$ cat config.mk
export PLATFORM = sky130hd
export DESIGN_NAME = length_prefixed_event_deframer
export DESIGN_NICKNAME = d
export VERILOG_FILES = /design/src/rtl/ledf_pkg.sv /design/src/rtl/ledf_in_stage.sv /design/src/rtl/ledf_core.sv /design/src/rtl/length_prefixed_event_deframer.sv
export SDC_FILE = /design/constraint.sdc
export NUM_CORES = 1
export LEC_CHECK = 0
export ABC_AREA = 1
export BUFFER_PORTS_ARGS = -buffer_cell sky130_fd_sc_hd__buf_2
export CORE_UTILIZATION = 66
export DETAILED_ROUTE_END_ITERATION = 8
export PLACE_DENSITY = 0.95
export SETUP_SLACK_MARGIN = 0.4
export SLEW_MARGIN = 30
export SYNTH_ARGS = -nofsm -noshare
export SYNTH_HDL_FRONTEND = slang
export SYNTH_HIERARCHICAL = 1
export SYNTH_SLANG_ARGS = --single-unit
$ cat constraint.sdc
create_clock -name i_clk -period 9.2 [get_ports i_clk]
set_clock_uncertainty 0.15 [all_clocks]
set_input_delay 0.46 -clock i_clk [delete_from_list [all_inputs] [get_ports i_clk]]
set_output_delay 0.46 -clock i_clk [all_outputs]
set_load 0.05 [all_outputs]
$ cat src/rtl/ledf_pkg.sv
// ============================================================================
// ledf_pkg - shared types and constants of the event deframer
// Phase encoding, the result record, the core status record and the byte
// codes that the frame and event parser looks for.
// ============================================================================
package ledf_pkg;

    // Number of bytes in the big-endian length field at the head of a frame.
    localparam int LEN_BYTES = 8;
    localparam int HDR_CNT_W = $clog2(LEN_BYTES);

    localparam int BYTE_W = 8;
    localparam int WORD_W = 64;

    // Largest legal payload length: 2^64 - 9.
    localparam logic [WORD_W-1:0] MAX_LEN = 64'hFFFF_FFFF_FFFF_FFF7;

    // Decimal accumulation: the value times ten must stay within 64 bits.
    localparam logic [WORD_W-1:0] ACC_LIMIT        = 64'h1999_9999_9999_9999;
    localparam logic [3:0]        LAST_DIGIT_LIMIT = 4'd5;

    // Byte codes.
    localparam logic [BYTE_W-1:0] CHAR_NUL    = 8'h00;
    localparam logic [BYTE_W-1:0] CHAR_TAB    = 8'h09;
    localparam logic [BYTE_W-1:0] CHAR_CR     = 8'h0D;
    localparam logic [BYTE_W-1:0] CHAR_SPACE  = 8'h20;
    localparam logic [BYTE_W-1:0] CHAR_PLUS   = 8'h2B;
    localparam logic [BYTE_W-1:0] CHAR_MINUS  = 8'h2D;
    localparam logic [BYTE_W-1:0] CHAR_ZERO   = 8'h30;
    localparam logic [BYTE_W-1:0] CHAR_NINE   = 8'h39;
    localparam logic [BYTE_W-1:0] CHAR_COLON  = 8'h3A;
    localparam logic [BYTE_W-1:0] CHAR_EQUALS = 8'h3D;

    typedef enum logic [2:0] {
        PH_HEADER,
        PH_PATH,
        PH_NUM_LEAD,
        PH_NUM_SIGNED,
        PH_NUM_DIGITS,
        PH_JSON,
        PH_DEAD
    } t_phase;

    // One result beat.
    typedef struct packed {
        logic [BYTE_W-1:0] payload_byte;
        logic              byte_valid;
        logic              byte_is_json;
        logic [WORD_W-1:0] callback_id;
        logic              callback_valid;
        logic              event_done;
        logic              fatal_error;
    } t_result;

    // Status of the parser core seen by the top level.
    typedef struct packed {
        logic dead;
        logic in_header;
    } t_core_status;

endpackage

$ cat src/rtl/ledf_in_stage.sv
// ============================================================================
// ledf_in_stage - input byte register
// Holds one received byte until the parser core takes it, so the upstream
// side sees ready while the byte in hand is being consumed.
// ============================================================================
module ledf_in_stage (
    input  logic                           i_clk,
    input  logic                           i_rst_n,
    input  logic                           i_valid,
    input  logic [ledf_pkg::BYTE_W-1:0]    i_byte,
    output logic                           o_ready,
    output logic                           o_valid,
    output logic [ledf_pkg::BYTE_W-1:0]    o_byte,
    input  logic                           i_take
);

    logic                        r_valid;
    logic                        n_valid;
    logic [ledf_pkg::BYTE_W-1:0] r_byte;
    logic                        accept;

    assign o_ready = !r_valid || i_take;
    assign accept  = i_valid && o_ready;

    always_comb begin
        n_valid = r_valid;
        if (accept) begin
            n_valid = 1'b1;
        end else if (i_take) begin
            n_valid = 1'b0;
        end
    end

    always_ff @(posedge i_clk) begin
        if (!i_rst_n) begin
            r_valid <= 1'b0;
        end else begin
            r_valid <= n_valid;
        end
    end

    always_ff @(posedge i_clk) begin
        if (accept) begin
            r_byte <= i_byte;
        end
    end

    assign o_valid = r_valid;
    assign o_byte  = r_byte;

endmodule

$ cat src/rtl/ledf_core.sv
// ============================================================================
// ledf_core - frame and event parser
// Holds the parse state and works out, for one byte, the next state and the
// result record in a single pass of combinational logic.
// ============================================================================
module ledf_core (
    input  logic                           i_clk,
    input  logic                           i_rst_n,
    input  logic                           i_step,
    input  logic [ledf_pkg::BYTE_W-1:0]    i_byte,
    output ledf_pkg::t_result              o_result,
    output ledf_pkg::t_core_status         o_status
);

    ledf_pkg::t_phase                       r_phase;
    ledf_pkg::t_phase                       n_phase;
    logic [ledf_pkg::HDR_CNT_W-1:0]         r_hdr_cnt;
    logic [ledf_pkg::HDR_CNT_W-1:0]         n_hdr_cnt;
    logic [ledf_pkg::WORD_W-1:0]            r_remaining;
    logic [ledf_pkg::WORD_W-1:0]            n_remaining;
    logic [ledf_pkg::WORD_W-1:0]            r_acc;
    logic [ledf_pkg::WORD_W-1:0]            n_acc;
    logic                                   r_neg;
    logic                                   n_neg;
    logic                                   r_ovf;
    logic                                   n_ovf;
    logic                                   r_trunc;
    logic                                   n_trunc;

    logic                                   is_digit;
    logic                                   is_blank;
    logic                                   is_sign;
    logic [3:0]                             digit;
    logic [ledf_pkg::WORD_W-1:0]            hdr_len;
    logic                                   hdr_last;
    logic                                   len_bad;
    logic                                   last;
    logic                                   ovf_now;
    logic [ledf_pkg::WORD_W-1:0]            acc_digit;
    logic                                   fatal;

    // Byte classes and the arithmetic that any phase may need.
    always_comb begin
        is_digit  = (i_byte >= ledf_pkg::CHAR_ZERO) && (i_byte <= ledf_pkg::CHAR_NINE);
        is_blank  = (i_byte == ledf_pkg::CHAR_SPACE) ||
                    ((i_byte >= ledf_pkg::CHAR_TAB) && (i_byte <= ledf_pkg::CHAR_CR));
        is_sign   = (i_byte == ledf_pkg::CHAR_MINUS) || (i_byte == ledf_pkg::CHAR_PLUS);
        digit     = 4'(i_byte - ledf_pkg::CHAR_ZERO);
        hdr_len   = {r_remaining[ledf_pkg::WORD_W-ledf_pkg::BYTE_W-1:0], i_byte};
        hdr_last  = (r_hdr_cnt == ledf_pkg::HDR_CNT_W'(ledf_pkg::LEN_BYTES - 1));
        len_bad   = (hdr_len == '0) || (hdr_len > ledf_pkg::MAX_LEN);
        last      = (r_remaining == ledf_pkg::WORD_W'(1));
        ovf_now   = r_ovf || (r_acc > ledf_pkg::ACC_LIMIT) ||
                    ((r_acc == ledf_pkg::ACC_LIMIT) && (digit > ledf_pkg::LAST_DIGIT_LIMIT));
        // Times ten as two shifted copies.
        acc_digit = (r_acc << 3) + (r_acc << 1) + ledf_pkg::WORD_W'(digit);
    end

    // Format faults. Running out of payload before the json part is reached
    // is a fault in every phase before it.
    always_comb begin
        fatal = 1'b0;
        unique case (r_phase)
            ledf_pkg::PH_HEADER:     fatal = hdr_last && len_bad;
            ledf_pkg::PH_PATH:       fatal = (i_byte == ledf_pkg::CHAR_NUL) || last;
            ledf_pkg::PH_NUM_LEAD:   fatal = !(is_blank || is_sign || is_digit) || last;
            ledf_pkg::PH_NUM_SIGNED: fatal = !is_digit || last;
            ledf_pkg::PH_NUM_DIGITS: fatal = (i_byte != ledf_pkg::CHAR_EQUALS) &&
                                             (!is_digit || last);
            default:                 fatal = 1'b0;
        endcase
    end

    // Next phase.
    always_comb begin
        n_phase = r_phase;
        if (i_step) begin
            if (fatal) begin
                n_phase = ledf_pkg::PH_DEAD;
            end else begin
                unique case (r_phase)
                    ledf_pkg::PH_HEADER: begin
                        if (hdr_last) n_phase = ledf_pkg::PH_PATH;
                    end
                    ledf_pkg::PH_PATH: begin
                        if (i_byte == ledf_pkg::CHAR_COLON) n_phase = ledf_pkg::PH_NUM_LEAD;
                    end
                    ledf_pkg::PH_NUM_LEAD: begin
                        if (is_sign) begin
                            n_phase = ledf_pkg::PH_NUM_SIGNED;
                        end else if (is_digit) begin
                            n_phase = ledf_pkg::PH_NUM_DIGITS;
                        end
                    end
                    ledf_pkg::PH_NUM_SIGNED: n_phase = ledf_pkg::PH_NUM_DIGITS;
                    ledf_pkg::PH_NUM_DIGITS: begin
                        if (i_byte == ledf_pkg::CHAR_EQUALS) begin
                            n_phase = last ? ledf_pkg::PH_HEADER : ledf_pkg::PH_JSON;
                        end
                    end
                    ledf_pkg::PH_JSON: begin
                        if (last) n_phase = ledf_pkg::PH_HEADER;
                    end
                    default: n_phase = r_phase;
                endcase
            end
        end
    end

    // Counters and event registers.
    always_comb begin
        n_hdr_cnt   = r_hdr_cnt;
        n_remaining = r_remaining;
        n_acc       = r_acc;
        n_neg       = r_neg;
        n_ovf       = r_ovf;
        n_trunc     = r_trunc;
        if (i_step && !fatal) begin
            case (r_phase) inside
                ledf_pkg::PH_HEADER: begin
                    n_remaining = hdr_len;
                    n_hdr_cnt   = hdr_last ? '0 : r_hdr_cnt + 1'b1;
                    if (hdr_last) begin
                        n_acc   = '0;
                        n_neg   = 1'b0;
                        n_ovf   = 1'b0;
                        n_trunc = 1'b0;
                    end
                end
                ledf_pkg::PH_PATH, ledf_pkg::PH_NUM_LEAD, ledf_pkg::PH_NUM_SIGNED,
                ledf_pkg::PH_NUM_DIGITS, ledf_pkg::PH_JSON: begin
                    n_remaining = r_remaining - 1'b1;
                    if ((r_phase == ledf_pkg::PH_NUM_LEAD) &&
                        (i_byte == ledf_pkg::CHAR_MINUS)) begin
                        n_neg = 1'b1;
                    end
                    if ((r_phase != ledf_pkg::PH_PATH) && (r_phase != ledf_pkg::PH_JSON) &&
                        is_digit) begin
                        n_ovf = ovf_now;
                        if (!ovf_now) n_acc = acc_digit;
                    end
                    if ((r_phase == ledf_pkg::PH_JSON) && (i_byte == ledf_pkg::CHAR_NUL)) begin
                        n_trunc = 1'b1;
                    end
                    if (last) begin
                        n_hdr_cnt = '0;
                        n_acc     = '0;
                        n_neg     = 1'b0;
                        n_ovf     = 1'b0;
                        n_trunc   = 1'b0;
                    end
                end
                default: begin
                    n_remaining = r_remaining;
                end
            endcase
        end
    end

    // Result record for the byte in hand.
    always_comb begin
        o_result = '0;
        if (fatal) begin
            o_result.fatal_error = 1'b1;
        end else begin
            unique case (r_phase)
                ledf_pkg::PH_PATH: begin
                    if (i_byte != ledf_pkg::CHAR_COLON) begin
                        o_result.payload_byte = i_byte;
                        o_result.byte_valid   = 1'b1;
                    end
                end
                ledf_pkg::PH_NUM_DIGITS: begin
                    if (i_byte == ledf_pkg::CHAR_EQUALS) begin
                        o_result.callback_valid = 1'b1;
                        o_result.event_done     = last;
                        if (r_ovf) begin
                            o_result.callback_id = '1;
                        end else if (r_neg) begin
                            o_result.callback_id = '0 - r_acc;
                        end else begin
                            o_result.callback_id = r_acc;
                        end
                    end
                end
                ledf_pkg::PH_JSON: begin
                    o_result.event_done = last;
                    if (!r_trunc && (i_byte != ledf_pkg::CHAR_NUL)) begin
                        o_result.payload_byte = i_byte;
                        o_result.byte_valid   = 1'b1;
                        o_result.byte_is_json = 1'b1;
                    end
                end
                default: o_result = '0;
            endcase
        end
    end

    always_ff @(posedge i_clk) begin
        if (!i_rst_n) begin
            r_phase     <= ledf_pkg::PH_HEADER;
            r_hdr_cnt   <= '0;
            r_remaining <= '0;
            r_acc       <= '0;
            r_neg       <= 1'b0;
            r_ovf       <= 1'b0;
            r_trunc     <= 1'b0;
        end else begin
            r_phase     <= n_phase;
            r_hdr_cnt   <= n_hdr_cnt;
            r_remaining <= n_remaining;
            r_acc       <= n_acc;
            r_neg       <= n_neg;
            r_ovf       <= n_ovf;
            r_trunc     <= n_trunc;
        end
    end

    assign o_status.dead      = (r_phase == ledf_pkg::PH_DEAD);
    assign o_status.in_header = (r_phase == ledf_pkg::PH_HEADER);

endmodule

$ cat src/rtl/length_prefixed_event_deframer.sv
// ============================================================================
// length_prefixed_event_deframer - byte stream to event fields
// Path: a byte accepted into the input byte register passes through the parser
// core into the result register, which holds its result beat.
// Throughput: one byte per cycle while the consumer is ready, set by the
// single-pass parser core between the input and result registers.
// Reset: synchronous, active low; the parser returns to the length field and
// both registers empty. After a format fault only reset revives the parser.
// ============================================================================
module length_prefixed_event_deframer (
    input  logic        i_clk,
    input  logic        i_rst_n,

    // Received byte stream.
    input  logic        i_data_valid,
    output logic        o_data_ready,
    input  logic [7:0]  i_data_byte,

    // Result beats, one per received byte.
    output logic        o_result_valid,
    input  logic        i_result_ready,
    output logic [7:0]  o_payload_byte,
    output logic        o_byte_valid,
    output logic        o_byte_is_json,
    output logic [63:0] o_callback_id,
    output logic        o_callback_valid,
    output logic        o_event_done,
    output logic        o_fatal_error
);

    // The input stage holds one byte. It hands that byte to the parser core
    // whenever the result register is empty or is being emptied in the same
    // cycle, so with a ready consumer the stream moves at one beat per cycle
    // and a stalled consumer backs up at most one byte in each register.
    logic                        in_valid;
    logic [ledf_pkg::BYTE_W-1:0] in_byte;
    logic                        advance;
    ledf_pkg::t_result           core_result;
    ledf_pkg::t_core_status      core_status;

    logic                        r_out_valid;
    logic                        n_out_valid;
    ledf_pkg::t_result           r_out;

    assign advance = in_valid && (!r_out_valid || i_result_ready);

    ledf_in_stage u_in_stage (
        .i_clk   (i_clk),
        .i_rst_n (i_rst_n),
        .i_valid (i_data_valid),
        .i_byte  (i_data_byte),
        .o_ready (o_data_ready),
        .o_valid (in_valid),
        .o_byte  (in_byte),
        .i_take  (advance)
    );

    // The core updates its parse state only on a step, and its result for
    // the byte in hand is captured in the result register on the same edge.
    ledf_core u_core (
        .i_clk    (i_clk),
        .i_rst_n  (i_rst_n),
        .i_step   (advance),
        .i_byte   (in_byte),
        .o_result (core_result),
        .o_status (core_status)
    );

    // Result register: filled on every step, emptied when the consumer takes
    // the beat and no new one replaces it.
    always_comb begin
        n_out_valid = r_out_valid;
        if (advance) begin
            n_out_valid = 1'b1;
        end else if (i_result_ready) begin
            n_out_valid = 1'b0;
        end
    end

    always_ff @(posedge i_clk) begin
        if (!i_rst_n) begin
            r_out_valid <= 1'b0;
        end else begin
            r_out_valid <= n_out_valid;
        end
    end

    always_ff @(posedge i_clk) begin
        if (advance) begin
            r_out <= core_result;
        end
    end

    assign o_result_valid   = r_out_valid;
    assign o_payload_byte   = r_out.payload_byte;
    assign o_byte_valid     = r_out.byte_valid;
    assign o_byte_is_json   = r_out.byte_is_json;
    assign o_callback_id    = r_out.callback_id;
    assign o_callback_valid = r_out.callback_valid;
    assign o_event_done     = r_out.event_done;
    assign o_fatal_error    = r_out.fatal_error;

    // A fault beat carries nothing but the fault flag.
    a_fatal_alone : assert property (@(posedge i_clk) disable iff (!i_rst_n)
        (o_result_valid && o_fatal_error) |->
        (!o_byte_valid && !o_callback_valid && !o_event_done && o_callback_id == '0))
        else $error("fault beat carries other fields");

    // Once the parser is dead, every byte it consumes yields an empty beat.
    a_dead_silent : assert property (@(posedge i_clk) disable iff (!i_rst_n)
        (advance && core_status.dead) |=>
        (o_result_valid && !o_byte_valid && !o_callback_valid &&
         !o_event_done && !o_fatal_error))
        else $error("dead parser produced a non-empty beat");

    // An event never completes while the length field is still being read.
    a_done_from_payload : assert property (@(posedge i_clk) disable iff (!i_rst_n)
        (advance && core_status.in_header) |=> (!o_event_done && !o_byte_valid))
        else $error("length field byte produced payload output");

    // Back-pressure reaches the input only when both registers hold a beat.
    a_ready_backpressure : assert property (@(posedge i_clk) disable iff (!i_rst_n)
        !o_data_ready |-> (in_valid && r_out_valid && !i_result_ready))
        else $error("input stalled with room in the pipeline");

endmodule
# Yosys cells after proc, flatten, opt, wreduce, memory -nomap -nowiden
# Cells that the tools add are included.
# word_totals
reg_bits	224
in_bits	12
out_inout_bits	79
elab_cells	157
# classes
add_sub_neg	6
order_cmp	7
eq_ne	24
n_mux	46
bitwise	3
reduce_logical	54
# ops
op	n
$mux W64	10
$add A64 B4 Y64	1
$add A64 B64 Y64	1
$eq A64 B1 Y1 const B	1
$eq A64 B61 Y1 const B	1
$gt A64 B61 Y1 const B	1
$gt A64 B64 Y1 const B	1
$logic_not A64 Y1	1
$sub A1 B64 Y64 const A	1
$sub A64 B1 Y64 const B	1
$eq A8 B6 Y1 const B	5
$mux W3	11
$mux W1	18
$pmux W3 S6	1
$pmux W9 S2	1
$ne A8 B6 Y1 const B	2
$logic_and A1 B1 Y1	13
$logic_or A1 B1 Y1	12
$ne A3 B1 Y1 const B	4
$reduce_and A4 Y1	3
$mux W10	1
$eq A3 B3 Y1 const B	3
$mux W9	1
$reduce_bool A3 Y1	3
other kinds (30)	43

# Depth between registers and ports, before layout
# Gate-level depths: netlist of run 1.
# depth
ltp_word	11
depth_mapped	19
ltp_nobuf	19

# By module
# The synthesis of run 1 kept the hierarchy.
# modules_own_cells
module	instances	cells_each	area_each_um2	seq_area_each_um2
ledf_core	1	3043	16990.0	2742.6
length_prefixed_event_deframer	1	84	2363.5	2332.2
ledf_in_stage	1	15	291.5	260.2

# Worst setup path after synthesis of run 1
# No wires, ideal clock.
# synth_timing
kind	reg2reg
start	reg r_out_valid (netlist: o_result_valid)
end	reg u_core/r_acc[40] in the netlist's numbering
setup_ns	0.067
arrival_time_ns	5.943
t_required_ns	8.983
path_slack_ns	3.040
path_stages_with_launch	8
n_path_buf	2
period_less_slack_ns	6.160
path_cell_list	dfxtp_1 a21oi_1 nand4_4 nor2_8 nand3_4 buf_6 buf_6 o21ai_2
# synth_between
elab_chain_len	5
# synth_rtl
element	line_no	rtl
start, declared	length_prefixed_event_deframer.sv:41	logic r_out_valid;
start signal, assigned	length_prefixed_event_deframer.sv:84	r_out_valid <= n_out_valid;
$logic_not A1 Y1	length_prefixed_event_deframer.sv:45	assign advance = in_valid && (!r_out_valid || i_result_ready);
$logic_or A1 B1 Y1	length_prefixed_event_deframer.sv:45	
$logic_and A1 B1 Y1	length_prefixed_event_deframer.sv:45	
net advance	length_prefixed_event_deframer.sv:37	logic advance;
$logic_and A1 B1 Y1	ledf_core.sv:118	if (i_step && !fatal) begin
$reduce_and A5 Y1 (no line)	-	
end signal, assigned	ledf_core.sv:212	r_acc <= n_acc;
end, declared	ledf_core.sv:21	logic [ledf_pkg::WORD_W-1:0] r_acc;
# The timed path passes the listed nets, and every way through them passes these cells.
# A chain may end at the register's enable or synchronous reset.

# Worst setup path after layout of run 1
# layout_timing
start	reg u_in_stage.r_byte (netlist bit u_in_stage/o_byte[1])
end	reg u_core/r_acc[48] in the netlist's numbering
# layout_between
elab_chain_len	11
word_cells_on_any_way	42
classes_between	add/sub: 2; order compare: 6; eq/ne: 5; mux: 6; reduce/logical: 23
# layout_rtl
element	line_no	rtl
start, declared	ledf_in_stage.sv:19	logic [ledf_pkg::BYTE_W-1:0] r_byte;
start signal, assigned	ledf_in_stage.sv:44	r_byte <= i_byte;
parallel branches: the longest is 11 deep, another holds $add A64 B4 Y64	-	
# Parallel ways; which one is timed is not known. The select of a mux whose other input is x is not followed.

==> results of run 1 <==
-- per-stage QoR --
step	util (%)	area, sq um	worst slack, ns
2_1_floorplan	-	19600	3.04
3_3_place_gp	70.0	20300	5.67
3_5_place_dp	70.0	20300	5.63
4_1_cts	73.1	21200	5.61
5_1_grt	73.2	21200	5.14
6_report	73.2	21200	5.44
-- layer usage --
metal  routed length [um]  share of wire (%)  vias to the layer above
li1                     -                  -                    10300
met4                 3490                5.2                        0
met2                28100                 42                     1520
met3                 8570                 13                      289
met1                26400                 40                     9821
met5                    0                  0                        -
-- registers in the layout, summed over array words and instances, names as in the netlist, 3 cells and up --
signal / cells
u_core/r_hdr_cnt: 3
u_core/r_acc: 64
u_core/r_phase: 3
u_in_stage/o_byte: 8
u_core/r_remaining: 64
o_callback_id: 64
o_payload_byte: 8
-- worst min path at each step --
stage                                   start                   to  cells past startpoint
after floorplan           u_core/r_hdr_cnt[2]  u_core/r_hdr_cnt[2]                      2
after global placement    u_core/r_hdr_cnt[2]  u_core/r_hdr_cnt[2]                      2
after detailed placement  u_core/r_hdr_cnt[2]  u_core/r_hdr_cnt[2]                      2
after CTS                      i_result_ready       o_result_valid                      4
after global routing             i_data_valid   u_in_stage/o_valid                      3
final                            i_data_valid   u_in_stage/o_valid                      3
-- worst max-delay path: stages (launching register included) --
cell      delay (ns)
edfxtp_1        0.53
nor2_1          0.20
nand2_1         0.09
nor2_1          0.40
nand3_1         0.14
nor2_1          0.11
nand2_1         0.06
nand2_1         0.12
nand2_1         0.08
nand2_1         0.09
inv_2           0.06
nand3_2         0.10
nor2_4          0.04
buf_4           0.31
nand3_2         0.13
buf_4           0.57
nand2_2         0.23
o21ai_0         0.20
-- repair_timing --
action,4_1_cts,5_1_grt
resized for setup,0,0
setup endpoints to repair,0,0
hold endpoints to repair,8,0
hold buffers,8,0
-- area by class of cell --
type | instances | area [sq um]
inverters | 474 | 1780
multi-input cells | 2360 | 12200
repair buffers | 112 | 639
well taps | 384 | 480
clock buffers | 30 | 676
clock inverters | 18 | 160
flip-flops and latches | 224 | 5340
fillers | 2468 | 7790
-- where the power goes --
group | total [mW] | internal, mW | switching, mW
logic | 0.354 | 0.0909 | 0.263
clock network | 1.03 | 0.584 | 0.445
registers | 1.12 | 1.07 | 0.0458
==> results.ini, run 1 <==
[final_layout]
drive_above_1_share_pct=7.55
layout.cells.most_common_list=nand2_1, inv_1, nor2_1, o21ai_0, nand3_1
final_common_cell=nand2_1
area_delta_synth_final_pct=8.07
layout.cells.non_filler=3602
finalNetCount=3342
antenna_cells=0

[sta]
finalCritPeriodShare_pct=40.9
grt_setup_unrepaired=no
fmax_ghz=0.266
timing.final.crit_period_ns=3.76
final-setup-viol-count=0
finalHoldViolations=0
slew_at_the_pin_closest_to_its_max_slew_limit_ns=1.03
slew_viol_final=0
final.hold.worst_slack_ns=0.0352
timing.setup.tns_ns=0
timing.max_slew.rel_slack_pct=31.1

[logic_synthesis]
synth.net_count=3285
yosys_warnings=6
post_synth.cell_area_avg_sq_um=6.25
post_synthesis_cell_area_sq_mm=0.0196
syn_inst=3141

[pwr]
static-leakage-power_nw=10.9
irDropWorstVdd_uv=174
finalPower_mw=2.50
cellPowerDensity_mw_per_mm2=118

[worst_setup_path]
launch_instance_of_the_worst_register_to_register_path=u_in_stage/o_byte[1]
cp.required_ns=9.53
worst_setup_path_startpoint=u_in_stage/o_byte[1]
rr_worst_depth=17
reg2reg_slack_ns=5.44
reg2reg_to=u_core/r_acc[48]
worstSetupStartpointType=flip-flop
worstPathMaxFanout=58
arrival_ns=4.09
crit_path_end=u_core/r_acc[48]
endpoint_kind=flip-flop
critPathKind=flip-flop to flip-flop

[die]
number_of_primary_i_o_pins=91
die_height_um=175
initial_core_utilization_pct=67.7
die_area_sq_mm=0.0305
floorplan.rows=62
die_width_um=175
core_region_sq_mm=0.0290

[grt]
grt_overflow_total=0
gr_met1_demand_resource_pct=57.5
grt_max_degree=93
grt_util_all_layers_pct=43.2
met3_usage_pct=9.95
number_of_global_route_vias_before_repair=20300
grt.busiest_layer=met2
global_route.usage.met2_pct=66.8
grt_pass1_wl_um=105000
antenna_violations_before_repair=0

[clocking]
ctsHtreeMaxLevel=1
number_of_buffers_created_by_cts=26
number_of_buffers_on_the_longest_clock_path=3
clk_transition_reported_paths_ns=0.06
cts_root_buf=clkbuf_16
tritoncts=yes
numClockSinks=224
post_cts_buffers=0
clkLatencyLatePin_ns=0.56

[drt]
via_count=22000
final_wirelength_um=66600
final_antenna_net_count=0
vias_per_cell=6.10
drt_first_pass_iters=6
first_iter_violations=3249
post_drt_wl_per_cell_um=18.5
post-route-drc-count=0

[placed_design]
total_half_perimeter_wirelength_after_legalization_and_detailed_placement_um=50200
io_buffer_count=90
placed_cells_incl_taps=3546
gp_congestion=1.07

[outcome]
result_of_the_run=finished, final reports clean

[min_path]
hold_path.class=primary input to flip-flop

[flow_run]
max_cap_viol_count=0

No activity file was read; power rests on OpenSTA's default activity.
==> run 2, diff against run 1 <==
Settings changed: CORE_UTILIZATION 66 to 58, PLACE_DENSITY 0.95 to 0.89.
Clock period 9.2 ns to 3.3 ns, I/O delays scaled along.
==> results.ini, run 2 (synthesis gave the netlist of run 1 again) <==
[sta]
finalCritPeriodShare_pct=90.4
worst_slack_ns=0.318
slew_at_the_pin_closest_to_its_max_slew_limit_ns=0.745
timing.max_slew.rel_slack_pct=50.3
timing.final.crit_period_ns=2.98
final.hold.worst_slack_ns=0.166
final-setup-viol-count=0
slew_viol_final=0
grt_setup_unrepaired=yes
fmax_ghz=0.335
finalHoldViolations=0
timing.setup.tns_ns=0

[pwr]
static-leakage-power_nw=11.7
irDropWorstVdd_uv=564
cellPowerDensity_mw_per_mm2=315
finalPower_mw=7.23

[placed_design]
placement.setup.worst_slack_ns=0.130
placed_cells_incl_taps=3673
io_buffer_count=90
total_half_perimeter_wirelength_after_legalization_and_detailed_placement_um=47300
gp_congestion=1.04
postPlaceCellArea_sq_mm=0.0210

[worst_setup_path]
worst_setup_path_startpoint=u_core/r_acc[17]
endpoint_kind=flip-flop
critPathKind=flip-flop to flip-flop
worstPathMaxFanout=6
cp.required_ns=3.65
arrival_ns=3.33
worstSetupStartpointType=flip-flop
launch_instance_of_the_worst_register_to_register_path=u_core/r_acc[17]
reg2reg_slack_ns=0.32

[clocking]
clkLatencyLatePin_ns=0.57
ctsHtreeMaxLevel=1
cts_root_buf=clkbuf_16
number_of_buffers_on_the_longest_clock_path=3
numClockSinks=224
number_of_buffers_created_by_cts=26
tritoncts=yes
clk_transition_reported_paths_ns=0.07

[die]
die_height_um=186
floorplan.rows=67
number_of_primary_i_o_pins=91
core_region_sq_mm=0.0334
die_area_sq_mm=0.0346
die_width_um=186
initial_core_utilization_pct=58.7

[final_layout]
n_fill_cell=2690
layout.cells.non_filler=3771
area_delta_synth_final_pct=16.9
antenna_cells=0
final_common_cell=nand2_1
drive_above_1_share_pct=15.2
final_core_utilization_pct=68.6
layout.cells.most_common_list=nand2_1, inv_1, nor2_1, o21ai_0, nand3_1
post-route-cell-area_sq_mm=0.0230
finalNetCount=3447

[min_path]
worstHoldStart=i_data_byte[5]
hold_path.class=primary input to flip-flop

[drt]
post_drt_wl_per_cell_um=17.6
via_count=22400
drt_first_pass_iters=7
final_antenna_net_count=0
first_iter_violations=3050
post-route-drc-count=0
vias_per_cell=5.93
final_wirelength_um=66300

[grt]
grt_overflow_total=0
grt_max_degree=78
number_of_global_route_vias_before_repair=19500
antenna_violations_before_repair=0
grt_util_all_layers_pct=36.2
grt_pass1_wl_um=99200

[outcome]
result_of_the_run=finished, final reports clean

[flow_run]
max_cap_viol_count=0

==> run 2: cell types whose count changed in the layout (fill, tap and decap cells not counted), sizes merged <==
cell	before	now
clkinv	17	16
bufinv	2	3
inv	470	475
clkinvlp	3	2
clkbuf	30	29
dlygate4sd3	8	13
buf	104	201
==> run 2: routing by layer <==
layer / track usage, % / share of wire [%] / up-vias
li1: - / - / 10600
met1: 48.3 / 38 / 9917
met2: 55.3 / 42 / 1612
met3: 8.69 / 15 / 289
met4: 15.6 / 4.8 / 0
met5: 0 / 0 / -
==> run 2: final cells by class <==
cell class | count | area, sq um | area share [%]
well taps | 448 | 561 | 2.44
flip-flops and latches | 224 | 5420 | 23.6
repair buffers | 217 | 1630 | 7.11
multi-input cells | 2360 | 12700 | 55.2
inverters | 474 | 1780 | 7.76
clock buffers | 26 | 651 | 2.83
clock inverters | 22 | 245 | 1.07
==> run 2: path summary, 6_finish.rpt <==
path,end,depth (start not counted)
hold reg to reg,u_core/r_hdr_cnt[1],2
setup reg to reg,u_core/r_acc[62],15
hold / removal,u_in_stage/o_byte[5],2
setup / recovery,u_core/r_acc[62],15
==> run 2: power breakdown <==
part	switching (mW)	internal, mW	total [mW]
clock	1.36	1.72	3.08
sequential	0.115	2.97	3.09
combinational	0.753	0.308	1.06
total	2.23	5.00	7.23
==> run 2: worst max-delay path, stage by stage, from the launching register on <==
cell     delay [ns]
dfxtp_1        0.32
buf_4          0.17
ha_1           0.28
ha_2           0.38
nand2_1        0.15
nor2_1         0.29
nand2_1        0.17
nor3_1         0.28
nand2_2        0.11
nand2_4        0.10
nand2_2        0.07
nand3_2        0.06
nand3_1        0.07
nor2_1         0.08
nand3_1        0.09
a21oi_1        0.15
==> run 2: what timing repair did <==
action                                  in CTS  in global routing
setup buffers                                5                 28
gates cloned                                 0                  3
resized for setup                           34                168
endpoints found under the hold margin       32                  0
endpoints found under the setup margin      68                133
hold buffers                                13                  0
pin swaps                                    5                 27
